<file path="config.mk">
export PLATFORM = sky130hd
export DESIGN_NAME = event_stream_signature
export DESIGN_NICKNAME = d
export VERILOG_FILES = /design/src/rtl/core/esig_pkg.sv /design/src/rtl/core/esig_hash.sv /design/src/rtl/core/esig_counts.sv /design/src/rtl/core/esig_seq.sv /design/src/rtl/core/event_stream_signature.sv
export SDC_FILE = /design/constraint.sdc
export NUM_CORES = 2
export LEC_CHECK = 0
export ABC_AREA = 1
export BUFFER_PORTS_ARGS = -buffer_cell sky130_fd_sc_hd__buf_2
export CAP_MARGIN = 20
export CORE_ASPECT_RATIO = 1.2
export CORE_MARGIN = 5
export CORE_UTILIZATION = 55
export DETAILED_ROUTE_END_ITERATION = 8
export PLACE_DENSITY = 0.7
export REMOVE_ABC_BUFFERS = 1
export SYNTH_ARGS = -nofsm -noshare
export SYNTH_HDL_FRONTEND = slang
export SYNTH_SLANG_ARGS = --single-unit
</file>
<file path="constraint.sdc">
create_clock -name clk -period 23.6 [get_ports clk]
set_input_delay 3.54 -clock clk [delete_from_list [all_inputs] [get_ports clk]]
set_output_delay 3.54 -clock clk [all_outputs]
set_load 0.01 [all_outputs]
</file>
<file path="src/rtl/core/esig_pkg.sv">
// ----------------------------------------------------------------------------
// esig_pkg
// Shared constants, codes, types and the fnv-1a byte step for the event
// stream signature block.
// ----------------------------------------------------------------------------
`default_nettype none

package esig_pkg;

  // default configuration of the kind table
  localparam int KIND_COUNT_DEF   = 12;
  localparam int CONTEXT_KIND_DEF = 11;

  // fnv-1a 64-bit constants
  localparam logic [63:0] FNV_BASIS = 64'hcbf2_9ce4_8422_2325;
  localparam logic [63:0] FNV_PRIME = 64'h0000_0100_0000_01b3;

  // words of the phantom context record
  localparam logic [31:0] PHANTOM_GAME_MODE = 32'h5048_414e;
  localparam logic [31:0] PHANTOM_LEVEL     = 32'h0054_4f4d;
  localparam logic [31:0] PHANTOM_OLD_MODE  = 32'h0000_0001;
  localparam logic [31:0] PHANTOM_OLD_LEVEL = 32'h0000_0000;

  // byte counts of the two record shapes
  localparam int BYTE_CNT_W = 5;
  localparam logic [BYTE_CNT_W-1:0] EVENT_BYTES = 5'd20;
  localparam logic [BYTE_CNT_W-1:0] TICK_BYTES  = 5'd12;
  localparam int REC_W = 160;

  // register indexes on the configuration port
  localparam logic [1:0] REG_HASH_ENABLE    = 2'd0;
  localparam logic [1:0] REG_PHANTOM_ENABLE = 2'd1;
  localparam logic [1:0] REG_PHANTOM_TICK   = 2'd2;

  typedef enum logic [1:0] {
    MODE_EVENT,
    MODE_CONTEXT,
    MODE_TICK,
    MODE_SUMMARY
  } mode_t;

  typedef enum logic [2:0] {
    ST_IDLE,
    ST_MIX_EVENT,
    ST_TICK_SETUP,
    ST_MIX_TICK,
    ST_ROWS
  } seq_state_t;

  // controls for the hash unit
  typedef struct packed {
    logic mix;
    logic clear;
  } hash_ctl_t;

  // controls for the counter bank
  typedef struct packed {
    logic bump;    // count one event of the addressed kind
    logic fold;    // add the addressed tick count into its total and clear it
    logic finish;  // close the tick: totals and tick counter
  } cnt_ctl_t;

  // one fnv-1a byte step; the prime is 2^40 + 2^8 + 0xb3
  function automatic logic [63:0] fnv_step(input logic [63:0] h, input logic [7:0] b);
    logic [63:0] x;
    x = h ^ {56'd0, b};
    return (x << 40) + (x << 8) + (x * 64'h0000_0000_0000_00b3);
  endfunction

endpackage

`default_nettype wire

</file>
<file path="src/rtl/core/esig_hash.sv">
// ----------------------------------------------------------------------------
// esig_hash
// Running fnv-1a hash register with one shared byte mixing step.
// ----------------------------------------------------------------------------
`default_nettype none

module esig_hash (
  input  logic                clk,
  input  logic                rst,
  input  esig_pkg::hash_ctl_t ctl,
  input  logic [7:0]          data_byte,
  output logic [63:0]         hash
);
  import esig_pkg::*;

  // one byte folded in per cycle while mix is set
  always_ff @(posedge clk) begin
    if (rst || ctl.clear) begin
      hash <= FNV_BASIS;
    end else if (ctl.mix) begin
      hash <= fnv_step(hash, data_byte);
    end
  end

endmodule

`default_nettype wire

</file>
<file path="src/rtl/core/esig_counts.sv">
// ----------------------------------------------------------------------------
// esig_counts
// Per-kind tick and total event counters, tick and summary totals.
// ----------------------------------------------------------------------------
`default_nettype none

module esig_counts #(
  parameter  int KIND_COUNT = esig_pkg::KIND_COUNT_DEF,
  localparam int IdxW       = $clog2(KIND_COUNT)
) (
  input  logic               clk,
  input  logic               rst,
  input  esig_pkg::cnt_ctl_t ctl,
  input  logic [IdxW-1:0]    addr,
  output logic [31:0]        tick_events,
  output logic [63:0]        total_events,
  output logic [63:0]        ticks_reported,
  output logic [31:0]        tick_kind_rd,
  output logic [63:0]        total_kind_rd
);
  import esig_pkg::*;

  logic [31:0] tick_kind  [KIND_COUNT];
  logic [63:0] total_kind [KIND_COUNT];

  // single read address shared by counting and reporting
  assign tick_kind_rd  = tick_kind[addr];
  assign total_kind_rd = total_kind[addr];

  // counter updates
  always_ff @(posedge clk) begin
    if (rst) begin
      tick_events    <= '0;
      total_events   <= '0;
      ticks_reported <= '0;
      for (int i = 0; i < KIND_COUNT; i++) begin
        tick_kind[i]  <= '0;
        total_kind[i] <= '0;
      end
    end else begin
      if (ctl.bump) begin
        tick_events     <= tick_events + 32'd1;
        tick_kind[addr] <= tick_kind_rd + 32'd1;
      end
      if (ctl.fold) begin
        total_kind[addr] <= total_kind_rd + {32'd0, tick_kind_rd};
        tick_kind[addr]  <= '0;
      end
      if (ctl.finish) begin
        ticks_reported <= ticks_reported + 64'd1;
        total_events   <= total_events + {32'd0, tick_events};
        tick_events    <= '0;
      end
    end
  end

endmodule

`default_nettype wire

</file>
<file path="src/rtl/core/esig_seq.sv">
// ----------------------------------------------------------------------------
// esig_seq
// Sequencer: item decode, byte feed to the hash unit, row walk and the
// result register.
// ----------------------------------------------------------------------------
`default_nettype none

module esig_seq #(
  parameter  int KIND_COUNT   = esig_pkg::KIND_COUNT_DEF,
  parameter  int CONTEXT_KIND = esig_pkg::CONTEXT_KIND_DEF,
  localparam int IdxW         = $clog2(KIND_COUNT)
) (
  input  logic                clk,
  input  logic                rst,
  // configuration
  input  logic                hash_enable,
  input  logic                phantom_enable,
  input  logic [63:0]         phantom_tick,
  // input items
  input  logic                item_valid,
  output logic                item_stall,
  input  logic [1:0]          mode,
  input  logic [3:0]          event_kind,
  input  logic signed [31:0]  arg_a,
  input  logic signed [31:0]  arg_b,
  input  logic signed [31:0]  arg_c,
  input  logic signed [31:0]  arg_d,
  input  logic [63:0]         tick_number,
  // hash unit
  output esig_pkg::hash_ctl_t hash_ctl,
  output logic [7:0]          hash_byte,
  input  logic [63:0]         hash,
  // counter bank
  output esig_pkg::cnt_ctl_t  cnt_ctl,
  output logic [IdxW-1:0]     cnt_addr,
  input  logic [31:0]         tick_events,
  input  logic [63:0]         total_events,
  input  logic [63:0]         ticks_reported,
  input  logic [31:0]         tick_kind_rd,
  input  logic [63:0]         total_kind_rd,
  // results
  output logic                result_valid,
  input  logic                result_stall,
  output logic                report,
  output logic [63:0]         tick_or_ticks,
  output logic [63:0]         row_hash,
  output logic [63:0]         event_total,
  output logic [3:0]          kind_index,
  output logic [63:0]         kind_count,
  output logic                last
);
  import esig_pkg::*;

  localparam logic            CTX_OK    = (CONTEXT_KIND < KIND_COUNT);
  localparam logic [IdxW-1:0] CTX_IDX   = IdxW'(CONTEXT_KIND);
  localparam logic [31:0]     CTX_WORD  = 32'(CONTEXT_KIND);
  localparam logic [IdxW-1:0] FIRST_IDX = IdxW'(1);
  localparam logic [IdxW-1:0] LAST_IDX  = IdxW'(KIND_COUNT - 1);

  seq_state_t            state, state_next;
  logic [REC_W-1:0]      rec;
  logic [BYTE_CNT_W-1:0] byte_left;
  logic [IdxW-1:0]       ev_idx;
  logic [IdxW-1:0]       row_idx;
  logic                  report_sel;
  logic                  tick_pending;
  logic [63:0]           tick_reg;
  logic                  context_seen;
  logic [31:0]           prev_mode;
  logic [31:0]           prev_level;

  logic                  accept;
  logic                  kind_ok;
  logic                  ctx_change;
  logic                  phantom_hit;
  logic                  rec_load;
  logic [REC_W-1:0]      rec_value;
  logic [BYTE_CNT_W-1:0] bytes_value;
  logic [IdxW-1:0]       idx_value;
  logic                  ctx_update;
  logic                  pending_value;
  logic                  out_load;
  logic                  last_byte;

  // item decode
  assign item_stall  = (state != ST_IDLE);
  assign accept      = item_valid && (state == ST_IDLE);
  assign kind_ok     = (event_kind != 4'd0) && ({1'b0, event_kind} < 5'(KIND_COUNT));
  assign ctx_change  = !context_seen || ($unsigned(arg_a) != prev_mode)
                       || ($unsigned(arg_b) != prev_level);
  assign phantom_hit = phantom_enable && (tick_number == phantom_tick);
  assign last_byte   = (byte_left == BYTE_CNT_W'(1));
  assign hash_byte   = rec[7:0];

  // state register
  always_ff @(posedge clk) begin
    if (rst) begin
      state <= ST_IDLE;
    end else begin
      state <= state_next;
    end
  end

  // next state and controls
  always_comb begin
    state_next    = state;
    hash_ctl      = '0;
    cnt_ctl       = '0;
    cnt_addr      = ev_idx;
    rec_load      = 1'b0;
    rec_value     = '0;
    bytes_value   = EVENT_BYTES;
    idx_value     = ev_idx;
    ctx_update    = 1'b0;
    pending_value = 1'b0;
    out_load      = 1'b0;
    unique case (state)
      ST_IDLE: begin
        if (item_valid && hash_enable) begin
          unique case (mode_t'(mode))
            MODE_EVENT: begin
              if (kind_ok) begin
                rec_load   = 1'b1;
                rec_value  = {$unsigned(arg_d), $unsigned(arg_c), $unsigned(arg_b),
                              $unsigned(arg_a), 28'd0, event_kind};
                idx_value  = event_kind[IdxW-1:0];
                state_next = ST_MIX_EVENT;
              end
            end
            MODE_CONTEXT: begin
              if (ctx_change) begin
                ctx_update = 1'b1;
                if (CTX_OK) begin
                  rec_load   = 1'b1;
                  rec_value  = {(context_seen ? prev_level : 32'hffff_ffff),
                                (context_seen ? prev_mode : 32'hffff_ffff),
                                $unsigned(arg_b), $unsigned(arg_a), CTX_WORD};
                  idx_value  = CTX_IDX;
                  state_next = ST_MIX_EVENT;
                end
              end
            end
            MODE_TICK: begin
              if (phantom_hit && CTX_OK) begin
                rec_load      = 1'b1;
                rec_value     = {PHANTOM_OLD_LEVEL, PHANTOM_OLD_MODE, PHANTOM_LEVEL,
                                 PHANTOM_GAME_MODE, CTX_WORD};
                idx_value     = CTX_IDX;
                pending_value = 1'b1;
                state_next    = ST_MIX_EVENT;
              end else begin
                state_next = ST_TICK_SETUP;
              end
            end
            MODE_SUMMARY: begin
              state_next = ST_ROWS;
            end
          endcase
        end
      end
      ST_MIX_EVENT: begin
        hash_ctl.mix = 1'b1;
        if (last_byte) begin
          cnt_ctl.bump = 1'b1;
          state_next   = tick_pending ? ST_TICK_SETUP : ST_IDLE;
        end
      end
      ST_TICK_SETUP: begin
        rec_load    = 1'b1;
        rec_value   = {64'd0, tick_events, tick_reg[63:32], tick_reg[31:0]};
        bytes_value = TICK_BYTES;
        state_next  = ST_MIX_TICK;
      end
      ST_MIX_TICK: begin
        hash_ctl.mix = 1'b1;
        if (last_byte) begin
          state_next = ST_ROWS;
        end
      end
      ST_ROWS: begin
        cnt_addr = row_idx;
        if (!result_valid || !result_stall) begin
          out_load     = 1'b1;
          cnt_ctl.fold = !report_sel;
          if (row_idx == LAST_IDX) begin
            cnt_ctl.finish = !report_sel;
            hash_ctl.clear = !report_sel;
            state_next     = ST_IDLE;
          end
        end
      end
      default: begin
        state_next = ST_IDLE;
      end
    endcase
  end

  // record shifter and item registers
  always_ff @(posedge clk) begin
    if (rec_load) begin
      rec       <= rec_value;
      byte_left <= bytes_value;
      ev_idx    <= idx_value;
    end else if (hash_ctl.mix) begin
      rec       <= rec >> 8;
      byte_left <= byte_left - BYTE_CNT_W'(1);
    end
    if (accept) begin
      tick_reg   <= tick_number;
      report_sel <= (mode_t'(mode) == MODE_SUMMARY);
      row_idx    <= FIRST_IDX;
    end else if (out_load) begin
      row_idx <= row_idx + FIRST_IDX;
    end
  end

  // context tracking and phantom flag
  always_ff @(posedge clk) begin
    if (rst) begin
      context_seen <= 1'b0;
      prev_mode    <= '0;
      prev_level   <= '0;
      tick_pending <= 1'b0;
    end else begin
      if (accept) begin
        tick_pending <= pending_value;
      end
      if (ctx_update) begin
        context_seen <= 1'b1;
        prev_mode    <= $unsigned(arg_a);
        prev_level   <= $unsigned(arg_b);
      end
    end
  end

  // result register
  always_ff @(posedge clk) begin
    if (rst) begin
      result_valid <= 1'b0;
    end else if (out_load) begin
      result_valid <= 1'b1;
    end else if (!result_stall) begin
      result_valid <= 1'b0;
    end
  end

  always_ff @(posedge clk) begin
    if (out_load) begin
      report        <= report_sel;
      tick_or_ticks <= report_sel ? ticks_reported : tick_reg;
      row_hash      <= report_sel ? 64'd0 : hash;
      event_total   <= report_sel ? total_events : {32'd0, tick_events};
      kind_index    <= 4'(row_idx);
      kind_count    <= report_sel ? total_kind_rd : {32'd0, tick_kind_rd};
      last          <= (row_idx == LAST_IDX);
    end
  end

endmodule

`default_nettype wire

</file>
<file path="src/rtl/core/event_stream_signature.sv">
// ----------------------------------------------------------------------------
// event_stream_signature
// Per-tick fnv-1a 64-bit signature over typed event records, with per-kind
// event counts per tick and in total.
// ----------------------------------------------------------------------------
// Usage:
//   Input items arrive on item_valid / item_stall; mode selects an event
//   record, a context observation, a tick boundary or a summary request.
//   Results leave on result_valid / result_stall, KIND_COUNT-1 items per tick
//   or summary, with last set on the final one. Registers are written over
//   the apb port (hash_enable at 0x00, phantom_enable at 0x08, phantom_tick
//   at 0x10); the user must do so only while the block is idle, which the
//   block does not enforce. One shared byte step of the hash unit runs per
//   cycle, so cost is set by the bytes hashed: 20 for an event or context
//   item; an ignored item is taken without a stall. A tick first hashes the
//   20-byte phantom record if due, runs a setup step, hashes 12 bytes, then
//   gives one row per cycle; while result_stall is high the row walk waits
//   with the result held. A summary starts its rows in the cycle after
//   accept. item_stall is high from accept until the last byte of an event
//   or context record is hashed or the last row is in the result register.
//   Synchronous reset clears hash, counters, context state and registers.
// ----------------------------------------------------------------------------
`default_nettype none

module event_stream_signature #(
  parameter  int KIND_COUNT   = esig_pkg::KIND_COUNT_DEF,
  parameter  int CONTEXT_KIND = esig_pkg::CONTEXT_KIND_DEF
) (
  input  logic               clk,
  input  logic               rst,
  // configuration port
  input  logic               psel,
  input  logic               penable,
  input  logic               pwrite,
  input  logic [4:0]         paddr,
  input  logic [63:0]        pwdata,
  output logic [63:0]        prdata,
  output logic               pready,
  // input items
  input  logic               item_valid,
  output logic               item_stall,
  input  logic [1:0]         mode,
  input  logic [3:0]         event_kind,
  input  logic signed [31:0] arg_a,
  input  logic signed [31:0] arg_b,
  input  logic signed [31:0] arg_c,
  input  logic signed [31:0] arg_d,
  input  logic [63:0]        tick_number,
  // results
  output logic               result_valid,
  input  logic               result_stall,
  output logic               report,
  output logic [63:0]        tick_or_ticks,
  output logic [63:0]        row_hash,
  output logic [63:0]        event_total,
  output logic [3:0]         kind_index,
  output logic [63:0]        kind_count,
  output logic               last
);
  import esig_pkg::*;

  localparam int IdxW = $clog2(KIND_COUNT);

  logic            hash_enable;
  logic            phantom_enable;
  logic [63:0]     phantom_tick;
  logic            cfg_write;
  logic [1:0]      reg_sel;

  hash_ctl_t       hash_ctl;
  logic [7:0]      hash_byte;
  logic [63:0]     hash;
  cnt_ctl_t        cnt_ctl;
  logic [IdxW-1:0] cnt_addr;
  logic [31:0]     tick_events;
  logic [63:0]     total_events;
  logic [63:0]     ticks_reported;
  logic [31:0]     tick_kind_rd;
  logic [63:0]     total_kind_rd;

  // register file
  assign pready    = 1'b1;
  assign reg_sel   = paddr[4:3];
  assign cfg_write = psel && penable && pwrite && pready;

  always_ff @(posedge clk) begin
    if (rst) begin
      hash_enable    <= 1'b0;
      phantom_enable <= 1'b0;
      phantom_tick   <= '0;
    end else if (cfg_write) begin
      unique case (reg_sel)
        REG_HASH_ENABLE:    hash_enable    <= pwdata[0];
        REG_PHANTOM_ENABLE: phantom_enable <= pwdata[0];
        REG_PHANTOM_TICK:   phantom_tick   <= pwdata;
        default: ;
      endcase
    end
  end

  // register readback
  always_comb begin
    unique case (reg_sel)
      REG_HASH_ENABLE:    prdata = {63'd0, hash_enable};
      REG_PHANTOM_ENABLE: prdata = {63'd0, phantom_enable};
      REG_PHANTOM_TICK:   prdata = phantom_tick;
      default:            prdata = '0;
    endcase
  end

  esig_hash u_hash (
    .clk       (clk),
    .rst       (rst),
    .ctl       (hash_ctl),
    .data_byte (hash_byte),
    .hash      (hash)
  );

  esig_counts #(
    .KIND_COUNT (KIND_COUNT)
  ) u_counts (
    .clk            (clk),
    .rst            (rst),
    .ctl            (cnt_ctl),
    .addr           (cnt_addr),
    .tick_events    (tick_events),
    .total_events   (total_events),
    .ticks_reported (ticks_reported),
    .tick_kind_rd   (tick_kind_rd),
    .total_kind_rd  (total_kind_rd)
  );

  esig_seq #(
    .KIND_COUNT   (KIND_COUNT),
    .CONTEXT_KIND (CONTEXT_KIND)
  ) u_seq (
    .clk            (clk),
    .rst            (rst),
    .hash_enable    (hash_enable),
    .phantom_enable (phantom_enable),
    .phantom_tick   (phantom_tick),
    .item_valid     (item_valid),
    .item_stall     (item_stall),
    .mode           (mode),
    .event_kind     (event_kind),
    .arg_a          (arg_a),
    .arg_b          (arg_b),
    .arg_c          (arg_c),
    .arg_d          (arg_d),
    .tick_number    (tick_number),
    .hash_ctl       (hash_ctl),
    .hash_byte      (hash_byte),
    .hash           (hash),
    .cnt_ctl        (cnt_ctl),
    .cnt_addr       (cnt_addr),
    .tick_events    (tick_events),
    .total_events   (total_events),
    .ticks_reported (ticks_reported),
    .tick_kind_rd   (tick_kind_rd),
    .total_kind_rd  (total_kind_rd),
    .result_valid   (result_valid),
    .result_stall   (result_stall),
    .report         (report),
    .tick_or_ticks  (tick_or_ticks),
    .row_hash       (row_hash),
    .event_total    (event_total),
    .kind_index     (kind_index),
    .kind_count     (kind_count),
    .last           (last)
  );

endmodule

`default_nettype wire

</file>
; ---- Yosys cells after proc, flatten, opt, wreduce, memory -nomap -nowiden
; Memories as Yosys holds them, arrays and structs flattened.
; Index checks and enable logic that the tools add are counted.
[classes]
order_cmp = 1
bitwise_logic = 2
reduce_logical = 30
n_mul = 1
n_addsub = 9
mux = 72
eq_ne = 25
[op_table]
columns = operator, n
row1 = $mux 160, 5
row2 = $pmux 160 s3, 1
row3 = $pmux 160 s2, 1
row4 = $mux 32, 6
row5 = $pmux 64 s3, 1
row6 = $add 64x32->64, 2
row7 = $add 64x64->64, 2
row8 = $mux 64, 2
row9 = $mux 97, 1
row10 = $add 32x1->32 const B, 2
row11 = $add 64x1->64 const B, 1
row12 = $eq 64x64->1, 1
row13 = $mul 64x8->64 const B, 1
row14 = $ne 32x32->1, 2
row15 = $reduce_or 64->1, 1
row16 = $xor 64x8->64, 1
row17 = $reduce_or 32->1, 1
row18 = $mux 1, 30
row19 = $mux 4, 6
row20 = $mux 3, 7
row21 = $ne 2x1->1 const B, 8
row22 = $mux 5, 3
row23 = $pmux 3 s5, 1
row24 = $reduce_and 7->1, 2
row25 = other kinds (28), 52
[word_totals]
ram_bits = 1152
n_memories = 2
regBits = 860
word_cells = 170
[memory_table]
columns = memory, depth, word_bits, rd, rd_ports_with_merged_regs, write_ports, line_no
row1 = u_counts.total_kind, 12, 64, 1, 0, 12, esig_counts.sv:24  ; logic [63:0] total_kind [KIND_COUNT];
row2 = u_counts.tick_kind, 12, 32, 1, 0, 12, esig_counts.sv:23  ; logic [31:0] tick_kind [KIND_COUNT];

; ---- Depth between registers and ports, before layout
[logic_depth]
ltp_word = 10
mapped_depth = 36

; ---- Modules after synthesis
; From an unflattened synthesis, not the netlist that was laid out.
[unflattened]
hier_cells = 14202
hier_area_um2 = 127479.8
[modules_own_cells]
columns = module, seq_area_each_um2, area_each_um2, instances, cells_each
row1 = esig_counts, 49327.3, 81538.2, 1, 8725
row2 = esig_seq, 16375.7, 26929.6, 1, 2833
row3 = esig_hash, 1281.2, 15612.5, 1, 2073
row4 = event_stream_signature, 1321.3, 3399.5, 1, 571

; ---- Worst setup path before layout
; Ideal clock, no wire load.
[synth_timing]
path_kind = input -> register
start = input port result_stall
end = memory u_counts.total_kind[14][0], enable pin
setup_ns = 0.565
arrival_ns = 15.972
slack_ns = 7.063
stages = 8
n_path_buf = 1
t_required_ns = 23.035
cell_sequence = nand2_1 inv_1 nor2_2 nand2_1 nor2_1 clkinv_1 clkbuf_1 nor3_1
[synth_rtl]
columns = element, line_no
row1 = start: declaration, event_stream_signature.sv:51  ; input logic result_stall,
row2 = end: declaration, esig_counts.sv:24

==> implementation parameters <==
Parameter                              Value

Final layout
  Most common library cell in the layout ignoring fill and taps ... nand2_1
  Total non-filler cell area in the finished layout ... 136000 um^2
  Biggest registers after layout ... u_counts.total_kind: 1024 flops, u_counts.tick_kind: 512 flops, u_seq.rec: 160 flops
  Commonest non-fill, non-tap cells in the layout ... 4176 x nand2_1, 2032 x edfxtp_1, 2003 x nor2_1
  Final net count ... 14624
  Largest register FFs ... 1024
  Top reg by flops ... u_counts.total_kind
  Area growth syn-to-layout ... 10.9%
  Share of final-layout standard cells stronger than drive strength 1 ... 0.0909

Timing
  Shortest clock period the worst path allows after layout ... 9660 ps
  Setup tns final ... 0 ps
  Unrepaired setup endpoints after global routing ... false
  Maximum operating frequency ... 104 MHz
  Count of final max-slew check failures ... 0
  Worst-Margin Slew ... 1200 ps
  Relative slew slack ... 0.198
  Count of endpoints failing setup in the final report ... 0
  Skew final ... 80.3 ps
  Number of hold-slack violations in the final timing report ... 0
  Portion of the clock cycle consumed by the worst path in the final layout ... 0.409

Placement
  Placed cell area ... 128000 um^2
  Number of buffer cells added on primary ports ... 598
  HPWL Detailed ... 284 mm
  Routability-driven placement congestion ratio ... 0.978

Critical path
  Reg-to-reg critical path endpoint ... u_counts.total_kind[12][43]
  Max stage delay cell, worst path ... nor2_4
  Sort of element at the start of the critical path ... register
  Most prevalent standard cell on the critical path ... nand2_1
  CP max stage delay ... 1060 ps
  Register-to-Register Setup Slack ... 13940 ps
  Worst reg-to-reg path cell count ... 25
  Data arrival time of the critical path ... 10240 ps
  Critical Path Start ... u_seq.state[1]
  Category of the most critical setup path ... reg -> reg
  Largest driver fanout on the critical path ... 96
  Critical path endpoint category ... register
  Reg-to-reg critical path startpoint ... u_seq.state[1]
  Required time of the worst setup path ... 24180 ps

Floorplan
  Core area ... 223000 um^2
  Horizontal die dimension ... 442 um
  Core Rows ... 190
  Count of boundary I/O pins ... 603
  Die area ... 233000 um^2
  Floorplan die height ... 528 um
  Effective utilization at floorplan ... 0.551

Power
  Areal power density over the cells ... 169 nW/um^2
  Largest voltage drop on the vdd net ... 0.432 mV
  Static leakage ... 56.7 nW
  Sum of internal, switching and leakage power ... 23.0 mW

Routing
  Post-detailed-routing wire length ... 430 mm
  Post-DR wirelength/cell ... 25.3 um
  First DRT Iteration DRCs ... 11749
  Total vias in the final route ... 99679
  Number of design rule violations left after detail routing ... 0
  Detailed Routing Iterations Pass 1 ... 7
  Final antenna-violating net count ... 0
  Number of vias per cell after detailed routing ... 5.85

Clocking
  Clk Tree Root Cell ... clkbuf_16
  Post-CTS Setup Inserts ... 0
  TritonCTS buffer count ... 241
  CTS H-Tree Depth ... 4
  CTS tree ... yes
  Cts repair resizes ... 0
  Largest buffer count on any clock path ... 4
  Clk sinks ... 2396
  Clk_lat worst skew ... 950 ps
  Clock-pin slew on the worst setup and hold paths ... 60 ps
  Hold Buf Count CTS ... 0

Job
  Maximum Capacitance Violations ... 0

GRT
  Global router's overall resource usage ... 0.360
  Pin count of the biggest net entering global routing ... 206
  Vias in the first global route ... 96817
  Initial antenna violation count ... 55
  First-pass GRT wire length ... 623 mm
  Remaining global-route overflow ... 0

Logic synthesis
  Area of the mapped netlist ... 123000 um^2
  Post-synthesis sequential element count ... 2396
  Commonest register cell after synthesis ... edfxtp_1
  Post-synthesis async set-or-reset flop share ... 0
  Number of enable flip-flop cells after synthesis ... 2032
  Count of synthesis-stage warnings from yosys ... 0
  Post-synthesis cell type count ... 55
  Cell count after synthesis ... 13500
  Post-synthesis sequential area ratio ... 0.556
  Average cell area after synthesis ... 9.10 um^2

Hold path
  Startpoint of the most critical hold path ... u_counts.ticks_reported[17]
  Hold Crit Depth ... 2
  Worst hold path class ... reg -> reg
  Capture endpoint of the worst hold path ... u_counts.ticks_reported[18]

Outcome
  Outcome ... finished clean
==> logic make-up (layout without fill, tap and decap cells) <==
kind of cell	count (synthesis)	in the layout	synth area share
adder cells (fa/ha/maj)	546	546	0.0707
buffers and inverters	1806	2306	0.0594
XOR/XNOR	227	227	0.0162
flip-flops	2396	2396	0.556
AND/OR/NAND/NOR	7057	7057	0.228
AO/OA/AOI/OAI	1467	1467	0.0700
other	1	52	0.0000305
==> report_power, final <==
| part | switching, mW | internal [mW] | leakage, nW |
|---|---|---|---|
| registers | 0.232 | 5.13 | 22.9 |
| clock network | 1.67 | 2.20 | 3.77 |
| logic | 9.33 | 4.46 | 30.0 |
| total | 11.2 | 11.8 | 56.7 |
==> worst max-delay path by stage <==
stage                                              to  slack (ps)
final                     u_counts.total_kind[12][43]       13940
after global routing      u_counts.total_kind[14][43]       13620
after CTS                 u_counts.total_kind[14][41]       14130
after detailed placement  u_counts.total_kind[12][41]       14180
after global placement    u_counts.total_kind[12][37]       14150
after floorplan                    u_seq.byte_left[0]        6060
==> cell usage after synthesis, types with 52 or more instances <==
| cell | number | area share |
|---|---|---|
| a21oi_1 | 441 | 0.018 |
| xor2_1 | 142 | 0.010 |
| ha_1 | 298 | 0.030 |
| fa_1 | 248 | 0.040 |
| inv_1 | 1076 | 0.033 |
| buf_2 | 202 | 0.0082 |
| nor2_1 | 2010 | 0.061 |
| clkbuf_1 | 377 | 0.012 |
| dfxtp_1 | 364 | 0.059 |
| nand2_1 | 4192 | 0.13 |
| nor4_1 | 52 | 0.0026 |
| nand3_1 | 412 | 0.017 |
| nor3_1 | 149 | 0.0061 |
| buf_1 | 74 | 0.0023 |
| nand4_1 | 126 | 0.0064 |
| o21ai_0 | 532 | 0.022 |
| xnor2_1 | 84 | 0.0060 |
| edfxtp_1 | 2032 | 0.50 |
| a22oi_1 | 273 | 0.017 |
==> area by class of cell <==
class	count	area, um^2
clock inverters	138	1440
inverters	1095	4130
well taps	2976	3720
diodes	51	128
multi-input cells	9298	47700
repair buffers	772	4440
flip-flops and latches	2396	68300
fillers	19024	86700
clock buffers	301	6380
==> stage by stage <==
step,hold WS [ps],util,setup WS [ps],std cells
2_1_floorplan,434,-,6060,12789
3_3_place_gp,454,0.574,14150,16509
3_5_place_dp,463,0.575,14180,16516
4_1_cts,476,0.610,14130,16955
5_1_grt,500,0.611,13620,17011
6_report,486,0.611,13940,17027
==> metal layers <==
layer | global-route usage | vias to the layer above | share of wire
met5 | 0 | - | 0.00021
met1 | 0.445 | 47632 | 0.36
met4 | 0.229 | 12 | 0.074
li1 | - | 45075 | -
met3 | 0.0640 | 1231 | 0.099
met2 | 0.585 | 5729 | 0.47
==> critical path, delay by kind of cell (launching register included) <==
family	cells	cell delay, ps
buffers and inverters	4	1990
DFF	1	360
xor gates and xnor gates	1	800
and+or+nand+nor	16	4980
adders and majority gates	1	340
AOI/OAI and AO/OA	3	760
Power figures use the tool's default switching activity.
